`src/assert_macros.svh`:
```
// assertion macros shared by the decoder modules
`ifndef ASSERT_MACROS_SVH
`define ASSERT_MACROS_SVH

// property checked on every clock edge outside reset
`define U8D_ASSERT(lbl, clk, rst_n, prop) \
    lbl: assert property (@(posedge clk) disable iff (!rst_n) (prop)) \
        else $error("assertion failed");

// condition in one cycle implies a condition in the next cycle
`define U8D_ASSERT_NEXT(lbl, clk, rst_n, ante, cons) \
    lbl: assert property (@(posedge clk) disable iff (!rst_n) (ante) |=> (cons)) \
        else $error("assertion failed");

`endif

```
`src/u8d_pkg.sv`:
```
// types, constants and tables of the utf-8 decoder
package u8d_pkg;

    localparam int INDEX_BITS   = 20;
    localparam int IDX_OUT_BITS = 20;
    localparam int CP_BITS      = 21;
    localparam int CLASS_BITS   = 4;
    localparam int STATE_BITS   = 4;
    localparam int NUM_STATES   = 9;
    localparam int NUM_CLASSES  = 12;
    localparam int Q_DEPTH      = 2;
    localparam int Q_PTR_BITS   = (Q_DEPTH > 1) ? $clog2(Q_DEPTH) : 1;
    localparam int Q_CNT_BITS   = $clog2(Q_DEPTH + 1);

    typedef logic [CLASS_BITS-1:0] cls_t;
    typedef logic [STATE_BITS-1:0] state_t;
    typedef logic [INDEX_BITS-1:0] count_t;

    localparam logic KIND_DATA = 1'b0;
    localparam logic KIND_END  = 1'b1;

    localparam state_t ST_ACCEPT = 4'd0;
    localparam state_t ST_REJECT = 4'd1;

    localparam count_t CNT_MAX = '1;

    typedef struct packed {
        logic       kind;
        logic [7:0] data_byte;
        cls_t       cls;
    } item_t;

    typedef struct packed {
        logic full;
        logic empty;
    } q_status_t;

    // next state by [state][class]
    localparam state_t NEXT_STATE [NUM_STATES][NUM_CLASSES] = '{
        '{4'd0, 4'd1, 4'd2, 4'd3, 4'd5, 4'd8, 4'd7, 4'd1, 4'd1, 4'd1, 4'd4, 4'd6},
        '{4'd1, 4'd1, 4'd1, 4'd1, 4'd1, 4'd1, 4'd1, 4'd1, 4'd1, 4'd1, 4'd1, 4'd1},
        '{4'd1, 4'd0, 4'd1, 4'd1, 4'd1, 4'd1, 4'd1, 4'd0, 4'd1, 4'd0, 4'd1, 4'd1},
        '{4'd1, 4'd2, 4'd1, 4'd1, 4'd1, 4'd1, 4'd1, 4'd2, 4'd1, 4'd2, 4'd1, 4'd1},
        '{4'd1, 4'd1, 4'd1, 4'd1, 4'd1, 4'd1, 4'd1, 4'd2, 4'd1, 4'd1, 4'd1, 4'd1},
        '{4'd1, 4'd2, 4'd1, 4'd1, 4'd1, 4'd1, 4'd1, 4'd1, 4'd1, 4'd2, 4'd1, 4'd1},
        '{4'd1, 4'd1, 4'd1, 4'd1, 4'd1, 4'd1, 4'd1, 4'd3, 4'd1, 4'd3, 4'd1, 4'd1},
        '{4'd1, 4'd3, 4'd1, 4'd1, 4'd1, 4'd1, 4'd1, 4'd3, 4'd1, 4'd3, 4'd1, 4'd1},
        '{4'd1, 4'd3, 4'd1, 4'd1, 4'd1, 4'd1, 4'd1, 4'd1, 4'd1, 4'd1, 4'd1, 4'd1}
    };

    // byte class lookup
    function automatic cls_t byte_class(input logic [7:0] b);
        cls_t c;
        priority if (b < 8'h80) begin
            c = 4'd0;
        end else if (b < 8'h90) begin
            c = 4'd1;
        end else if (b < 8'hA0) begin
            c = 4'd9;
        end else if (b < 8'hC0) begin
            c = 4'd7;
        end else if (b < 8'hC2) begin
            c = 4'd8;
        end else if (b < 8'hE0) begin
            c = 4'd2;
        end else if (b == 8'hE0) begin
            c = 4'd10;
        end else if (b == 8'hED) begin
            c = 4'd4;
        end else if (b < 8'hF0) begin
            c = 4'd3;
        end else if (b == 8'hF0) begin
            c = 4'd11;
        end else if (b < 8'hF4) begin
            c = 4'd6;
        end else if (b == 8'hF4) begin
            c = 4'd5;
        end else begin
            c = 4'd8;
        end
        return c;
    endfunction

endpackage

```
`src/u8d_front.sv`:
```
// front end: word acceptance and byte classification
module u8d_front
    import u8d_pkg::*;
(
    input  logic      s_valid,
    output logic      s_ready,
    input  logic      s_kind,
    input  logic [7:0] s_data_byte,
    input  q_status_t q_status,
    output logic      push,
    output item_t     push_item
);

    assign s_ready             = !q_status.full;
    assign push                = s_valid && !q_status.full;
    assign push_item.kind      = s_kind;
    assign push_item.data_byte = s_data_byte;
    assign push_item.cls       = byte_class(s_data_byte);

endmodule

```
`src/u8d_queue.sv`:
```
// short queue of classified words between front and back
`include "assert_macros.svh"

module u8d_queue
    import u8d_pkg::*;
(
    input  logic      aclk,
    input  logic      aresetn,
    input  logic      push,
    input  item_t     push_item,
    input  logic      pop,
    output item_t     pop_item,
    output q_status_t q_status
);

    item_t                  slot_reg [Q_DEPTH];
    logic [Q_PTR_BITS-1:0]  wr_ptr_reg, wr_ptr_next;
    logic [Q_PTR_BITS-1:0]  rd_ptr_reg, rd_ptr_next;
    logic [Q_CNT_BITS-1:0]  count_reg, count_next;

    assign q_status.full  = (count_reg == Q_CNT_BITS'(Q_DEPTH));
    assign q_status.empty = (count_reg == '0);
    assign pop_item       = slot_reg[rd_ptr_reg];

    always_comb begin
        wr_ptr_next = wr_ptr_reg;
        rd_ptr_next = rd_ptr_reg;
        count_next  = count_reg;
        if (push) begin
            wr_ptr_next = (wr_ptr_reg == Q_PTR_BITS'(Q_DEPTH - 1)) ? '0 : wr_ptr_reg + 1'b1;
        end
        if (pop) begin
            rd_ptr_next = (rd_ptr_reg == Q_PTR_BITS'(Q_DEPTH - 1)) ? '0 : rd_ptr_reg + 1'b1;
        end
        if (push && !pop) begin
            count_next = count_reg + 1'b1;
        end else if (pop && !push) begin
            count_next = count_reg - 1'b1;
        end
    end

    always_ff @(posedge aclk) begin
        if (!aresetn) begin
            wr_ptr_reg <= '0;
            rd_ptr_reg <= '0;
            count_reg  <= '0;
        end else begin
            wr_ptr_reg <= wr_ptr_next;
            rd_ptr_reg <= rd_ptr_next;
            count_reg  <= count_next;
        end
    end

    always_ff @(posedge aclk) begin
        if (push) begin
            slot_reg[wr_ptr_reg] <= push_item;
        end
    end

    `U8D_ASSERT(a_no_push_full, aclk, aresetn, !(push && q_status.full))
    `U8D_ASSERT(a_no_pop_empty, aclk, aresetn, !(pop && q_status.empty))

endmodule

```
`src/u8d_back.sv`:
```
// back end: automaton step, code point accumulation, index count, result register
`include "assert_macros.svh"

module u8d_back
    import u8d_pkg::*;
(
    input  logic                     aclk,
    input  logic                     aresetn,
    input  item_t                    pop_item,
    input  q_status_t                q_status,
    output logic                     pop,
    output logic                     m_valid,
    input  logic                     m_ready,
    output logic                     m_char_valid,
    output logic [CP_BITS-1:0]       m_codepoint,
    output logic [IDX_OUT_BITS-1:0]  m_char_index,
    output logic                     m_rejected,
    output logic                     m_end_report,
    output logic                     m_well_formed
);

    state_t                   dfa_state_reg, dfa_state_next;
    logic [CP_BITS-1:0]       acc_reg, acc_next;
    count_t                   cnt_reg, cnt_next;

    logic                     m_valid_reg, m_valid_next;
    logic                     char_valid_reg, char_valid_next;
    logic [CP_BITS-1:0]       codepoint_reg, codepoint_next;
    logic [IDX_OUT_BITS-1:0]  char_index_reg, char_index_next;
    logic                     rejected_reg, rejected_next;
    logic                     end_report_reg, end_report_next;
    logic                     well_formed_reg, well_formed_next;

    state_t                   cur_st;
    state_t                   nxt_st;
    logic [7:0]               lead_mask;

    logic                     end_pop;
    logic                     state_cleared;
    logic                     char_with_flag;

    assign pop = !q_status.empty && (!m_valid_reg || m_ready);

    always_comb begin
        cur_st    = (dfa_state_reg < STATE_BITS'(NUM_STATES)) ? dfa_state_reg : ST_REJECT;
        nxt_st    = NEXT_STATE[cur_st][pop_item.cls];
        lead_mask = 8'hFF >> pop_item.cls;

        dfa_state_next   = dfa_state_reg;
        acc_next         = acc_reg;
        cnt_next         = cnt_reg;
        char_valid_next  = 1'b0;
        codepoint_next   = '0;
        char_index_next  = '0;
        rejected_next    = 1'b0;
        end_report_next  = 1'b0;
        well_formed_next = 1'b0;

        if (pop_item.kind == KIND_END) begin
            char_index_next  = IDX_OUT_BITS'(cnt_reg);
            rejected_next    = (cur_st == ST_REJECT);
            end_report_next  = 1'b1;
            well_formed_next = (cur_st == ST_ACCEPT);
            dfa_state_next   = ST_ACCEPT;
            acc_next         = '0;
            cnt_next         = '0;
        end else begin
            if (cur_st != ST_ACCEPT) begin
                acc_next = {acc_reg[CP_BITS-7:0], pop_item.data_byte[5:0]};
            end else begin
                acc_next = CP_BITS'(lead_mask & pop_item.data_byte);
            end
            dfa_state_next = nxt_st;
            rejected_next  = (nxt_st == ST_REJECT);
            if (nxt_st == ST_ACCEPT) begin
                char_valid_next = 1'b1;
                codepoint_next  = acc_next;
                char_index_next = IDX_OUT_BITS'(cnt_reg);
                if (cnt_reg != CNT_MAX) begin
                    cnt_next = cnt_reg + 1'b1;
                end
            end
        end

        if (pop) begin
            m_valid_next = 1'b1;
        end else if (m_ready) begin
            m_valid_next = 1'b0;
        end else begin
            m_valid_next = m_valid_reg;
        end
    end

    always_ff @(posedge aclk) begin
        if (!aresetn) begin
            dfa_state_reg <= ST_ACCEPT;
            acc_reg       <= '0;
            cnt_reg       <= '0;
            m_valid_reg   <= 1'b0;
        end else begin
            m_valid_reg <= m_valid_next;
            if (pop) begin
                dfa_state_reg <= dfa_state_next;
                acc_reg       <= acc_next;
                cnt_reg       <= cnt_next;
            end
        end
    end

    always_ff @(posedge aclk) begin
        if (pop) begin
            char_valid_reg  <= char_valid_next;
            codepoint_reg   <= codepoint_next;
            char_index_reg  <= char_index_next;
            rejected_reg    <= rejected_next;
            end_report_reg  <= end_report_next;
            well_formed_reg <= well_formed_next;
        end
    end

    assign m_valid       = m_valid_reg;
    assign m_char_valid  = char_valid_reg;
    assign m_codepoint   = codepoint_reg;
    assign m_char_index  = char_index_reg;
    assign m_rejected    = rejected_reg;
    assign m_end_report  = end_report_reg;
    assign m_well_formed = well_formed_reg;

    assign end_pop        = pop && (pop_item.kind == KIND_END);
    assign state_cleared  = (dfa_state_reg == ST_ACCEPT) && (cnt_reg == '0) && (acc_reg == '0);
    assign char_with_flag = m_valid_reg && char_valid_reg && (rejected_reg || end_report_reg);

    `U8D_ASSERT(a_state_in_range, aclk, aresetn, dfa_state_reg < STATE_BITS'(NUM_STATES))
    `U8D_ASSERT_NEXT(a_end_clears, aclk, aresetn, end_pop, state_cleared)
    `U8D_ASSERT(a_char_excl, aclk, aresetn, !char_with_flag)

endmodule

```
`src/utf8_dfa_decoder_unit.sv`:
```
// top level of the utf-8 decoder
// Decodes a byte stream as UTF-8, one word per clock cycle sustained while m_ready is
// high. Each data word gives one result: char_valid and the code point with its
// character index when the byte completes a character, and rejected once the
// sequence is malformed (sticky until an end word). An end word reports the character
// count and whether the string was well formed, then restarts the decoder. A word is
// classified into the two-entry queue, then the automaton step writes its result into
// the result register; with m_ready low and a result held, words wait in the queue.
// The rate is set by that automaton step, which carries the state from byte to byte.
module utf8_dfa_decoder_unit
    import u8d_pkg::*;
(
    input  logic                     aclk,
    input  logic                     aresetn,
    input  logic                     s_valid,
    output logic                     s_ready,
    input  logic                     s_kind,
    input  logic [7:0]               s_data_byte,
    output logic                     m_valid,
    input  logic                     m_ready,
    output logic                     m_char_valid,
    output logic [CP_BITS-1:0]       m_codepoint,
    output logic [IDX_OUT_BITS-1:0]  m_char_index,
    output logic                     m_rejected,
    output logic                     m_end_report,
    output logic                     m_well_formed
);

    q_status_t q_status;
    logic      push;
    logic      pop;
    item_t     push_item;
    item_t     pop_item;

    u8d_front u_front (
        .s_valid     (s_valid),
        .s_ready     (s_ready),
        .s_kind      (s_kind),
        .s_data_byte (s_data_byte),
        .q_status    (q_status),
        .push        (push),
        .push_item   (push_item)
    );

    u8d_queue u_queue (
        .aclk      (aclk),
        .aresetn   (aresetn),
        .push      (push),
        .push_item (push_item),
        .pop       (pop),
        .pop_item  (pop_item),
        .q_status  (q_status)
    );

    u8d_back u_back (
        .aclk          (aclk),
        .aresetn       (aresetn),
        .pop_item      (pop_item),
        .q_status      (q_status),
        .pop           (pop),
        .m_valid       (m_valid),
        .m_ready       (m_ready),
        .m_char_valid  (m_char_valid),
        .m_codepoint   (m_codepoint),
        .m_char_index  (m_char_index),
        .m_rejected    (m_rejected),
        .m_end_report  (m_end_report),
        .m_well_formed (m_well_formed)
    );

endmodule
```
`config.mk`:
```
export PLATFORM = sky130hd
export DESIGN_NAME = utf8_dfa_decoder_unit
export DESIGN_NICKNAME = d
export VERILOG_FILES = /design/src/u8d_pkg.sv /design/src/u8d_front.sv /design/src/u8d_queue.sv /design/src/u8d_back.sv /design/src/utf8_dfa_decoder_unit.sv
export VERILOG_INCLUDE_DIRS = /design/src /design/src/src
export SDC_FILE = /design/constraint.sdc
export NUM_CORES = 1
export LEC_CHECK = 0
export BUFFER_PORTS_ARGS = -buffer_cell sky130_fd_sc_hd__buf_2
export CAP_MARGIN = 15
export CORE_MARGIN = 1.5
export CORE_UTILIZATION = 35
export CTS_CLUSTER_SIZE = 24
export DETAILED_ROUTE_END_ITERATION = 10
export PLACE_DENSITY = 0.62
export SYNTH_ARGS = -nofsm -noshare
export SYNTH_HDL_FRONTEND = slang
export SYNTH_SLANG_ARGS = --single-unit
```
`constraint.sdc`:
```
create_clock -name aclk -period 3 [get_ports aclk]
set_clock_uncertainty 0.2 [all_clocks]
set_input_delay 0.45 -clock aclk [delete_from_list [all_inputs] [get_ports aclk]]
set_output_delay 0.45 -clock aclk [all_outputs]
set_load 0.005 [all_outputs]
```
==> impl_metrics.sql <==
INSERT INTO impl_metrics (metric_group, metric, value, unit) VALUES
('detailed_routing', 'routed_wirelength', '12.1', 'mm'),
('logic_synthesis', 'synth-seq-cells', '116', ''),
('worst_setup_path', 'critical_path_peak_fanout', '10', ''),
('pwr', 'power_frac_clock', '0.326', ''),
('placement', 'gp_routability_congestion', '0.895', ''),
('placement', 'dp_worst_setup_slack', '-27.1', 'ps'),
('placement', 'dpl.hpwl', '8.20', 'mm'),
('clocking', 'cts_num_sinks', '116', ''),
('logic_synthesis', 'synth-main-ff-cell', 'edfxtp_1', ''),
('timing', 'clock.fmax', '356', 'MHz'),
('timing', 'setup_tns', '0', 'ps'),
('timing', 'timing.hold.ws', '41.7', 'ps'),
('timing', 'fin_crit', '2810', 'ps'),
('floorplan', 'fp.dieArea', '16500', 'µm²'),
('clocking', 'cts_post_setup_buffers_inserted', '0', ''),
('timing', 'timing.final.setup_violations', '0', ''),
('final_layout', 'nNetsFinal', '589', ''),
('flow_run', 'cap_viol_max_count', '0', ''),
('worst_setup_path', 'cp_data_required_time', '2960', 'ps'),
('placement', 'numPortBuffers', '59', ''),
('worst_setup_path', 'crit_type', 'reg -> reg', ''),
('logic_synthesis', 'yosys_warnings', '0', ''),
('grt', 'grt_pass1_vias', '3905', ''),
('timing', 'report.final.hold_viol_count', '0', ''),
('detailed_routing', 'first_iter_violations', '293', ''),
('detailed_routing', 'dr_total_vias', '4155', ''),
('timing', 'fin_crit_sh', '0.937', ''),
('final_layout', 'antenna-diode-count', '0', ''),
('timing', 'worst-slew-pin-transition', '793', 'ps'),
('floorplan', 'core.rowCount', '45', ''),
('logic_synthesis', 'yosysUniqueCellTypes', '62', ''),
('clocking', 'ctsResizeCount', '1', ''),
('grt', 'grt_pass1_wl', '19.7', 'mm'),
('clocking', 'clockRootBuffer', 'clkbuf_16', ''),
('grt', 'grt_start_max_net_pins', '35', ''),
('floorplan', 'start_util', '0.360', ''),
('clocking', 'cts-buffers-inserted', '17', ''),
('pwr', 'cellLeakagePower', '2.44', 'nW'),
('logic_synthesis', 'synth_area_leader_cell', 'edfxtp_1', ''),
('clocking', 'cts_buffer_depth', '2', ''),
('timing', 'slew_violations', '0', ''),
('pwr', 'p_int', '4.22', 'mW'),
('status', 'outcome', 'complete, no violations', ''),
('detailed_routing', 'drc', '0', ''),
('clocking', 'clk_latency', '400', 'ps'),
('timing', 'rsz_0062_raised_after_global_routing', 'false', ''),
('final_layout', 'final_layout_size_suffix_gt1_frac', '0.223', ''),
('floorplan', 'die_height', '128', 'µm'),
('timing', 'timing.max_slew.rel_slack', '0.469', ''),
('logic_synthesis', 'synth_enable_flop_cells', '71', ''),
('pwr', 'switching_share', '0.335', ''),
('pwr', 'share_comb_of_total_power', '0.307', ''),
('worst_setup_path', 'timing.critical_path.from_type', 'register', ''),
('logic_synthesis', 'yosysTopAreaCellShare', '0.388', ''),
('timing', 'finalWorstSetupSlack', '188', 'ps'),
('grt', 'globalRouteOverflowTotal', '0', ''),
('detailed_routing', 'wl_per_cell', '15.1', 'µm'),
('final_layout', 'area_growth', '20.9', '%'),
('floorplan', 'design.portCount', '60', ''),
('pwr', 'power', '6.34', 'mW'),
('grt', 'grtUsageTotal', '0.150', ''),
('detailed_routing', 'avgViaCountPerCell', '5.21', ''),
('min_path', 'min-delay-start', 's_kind', ''),
('clocking', 'post_cts_hold_buffer_count', '0', ''),
('logic_synthesis', 'netlist_top_cells_area', 'edfxtp_1 39%, dfxtp_1 16%, and2_1 4.1%', ''),
('detailed_routing', 'number_of_iterations_in_the_first_detailed_routing_pass', '5', ''),
('logic_synthesis', 'synthesis.instances', '510', ''),
('final_layout', 'flip_flop_count_of_the_largest_register_after_layout', '26', ''),
('logic_synthesis', 'netlist_area', '5500', 'µm²'),
('pwr', 'max-vdd-ir-drop', '0.514', 'mV'),
('logic_synthesis', 'synth_nets', '525', '');
## power by group through the flow
stage,Sequential [mW],Clock (mW),Combinational (mW)
after global routing,2.37,2.16,2.14
after detailed placement,2.36,0,1.94
after global placement,2.35,0,1.91
final,2.33,2.07,1.95
after CTS,2.33,2.10,1.95
after floorplan,2.37,0,1.25
## stage by stage
stage               cells  cell area (µm²)   util
floorplan             510             5500      -
global placement      766             6030  0.395
detailed placement    766             6030  0.395
CTS                   798             6650  0.436
global route          798             6650  0.436
finish                798             6650  0.436
## worst max-delay path, cell delays in order, from the launching register on
cell       delay [ps]
dfxtp_1           550
mux2_4            390
and3_1            200
o311ai_2          270
and4_1            360
nand2_2           210
a2111oi_1         390
## routing by layer
metal  vias up  global-route usage  wire length [µm]  share of wire
met5         -                   0                 0              0
met4         0              0.0535               118         0.0098
met3        10              0.0374               648          0.054
met2       139               0.238              5560           0.46
met1      1974               0.201              5730           0.48
li1       2032                   -                 -              -
## layout by cell type, fill, tap and decap left out, types with 10 or more instances in the layout
cell,count
o21ai_0,13
edfxtp_1,71
a22oi_1,10
dfxtp_1,45
clkbuf_16,17
nand4_1,10
buf_2,59
mux2i_1,22
a21oi_1,16
or3_1,13
nor2_1,46
nand3_1,22
buf_4,18
nand2_1,46
and2_1,36
## logic make-up after synthesis
group | synth area share
AO/OA/AOI/OAI | 0.109
multiplexers | 0.0514
XOR/XNOR | 0.00637
adder cells (fa/ha/maj) | 0.00455
flip-flops | 0.552
AND/OR/NAND/NOR | 0.240
buffers and inverters | 0.0366
## cell type report
class	count	area [µm²]	share of cell area
Timing Repair Buffer	78	450	0.0677
Inverter	6	22.5	0.00339
Tap cell	211	264	0.0397
Multi-Input combinational cell	355	2270	0.341
Sequential cell	116	3030	0.456
Clock inverter	9	124	0.0186
Clock buffer	23	488	0.0734
## path summary, 6_finish.rpt
kind | endpoint | depth (start not counted) | slack [ps]
setup / recovery | u_back.m_codepoint[3] | 6 | 190
hold / removal | u_queue.slot_reg[0][12] | 1 | 40
setup reg to reg | u_back.m_codepoint[3] | 6 | 190
hold reg to reg | u_back.acc_reg[7] | 2 | 280
(Power assumes the default switching activity.)
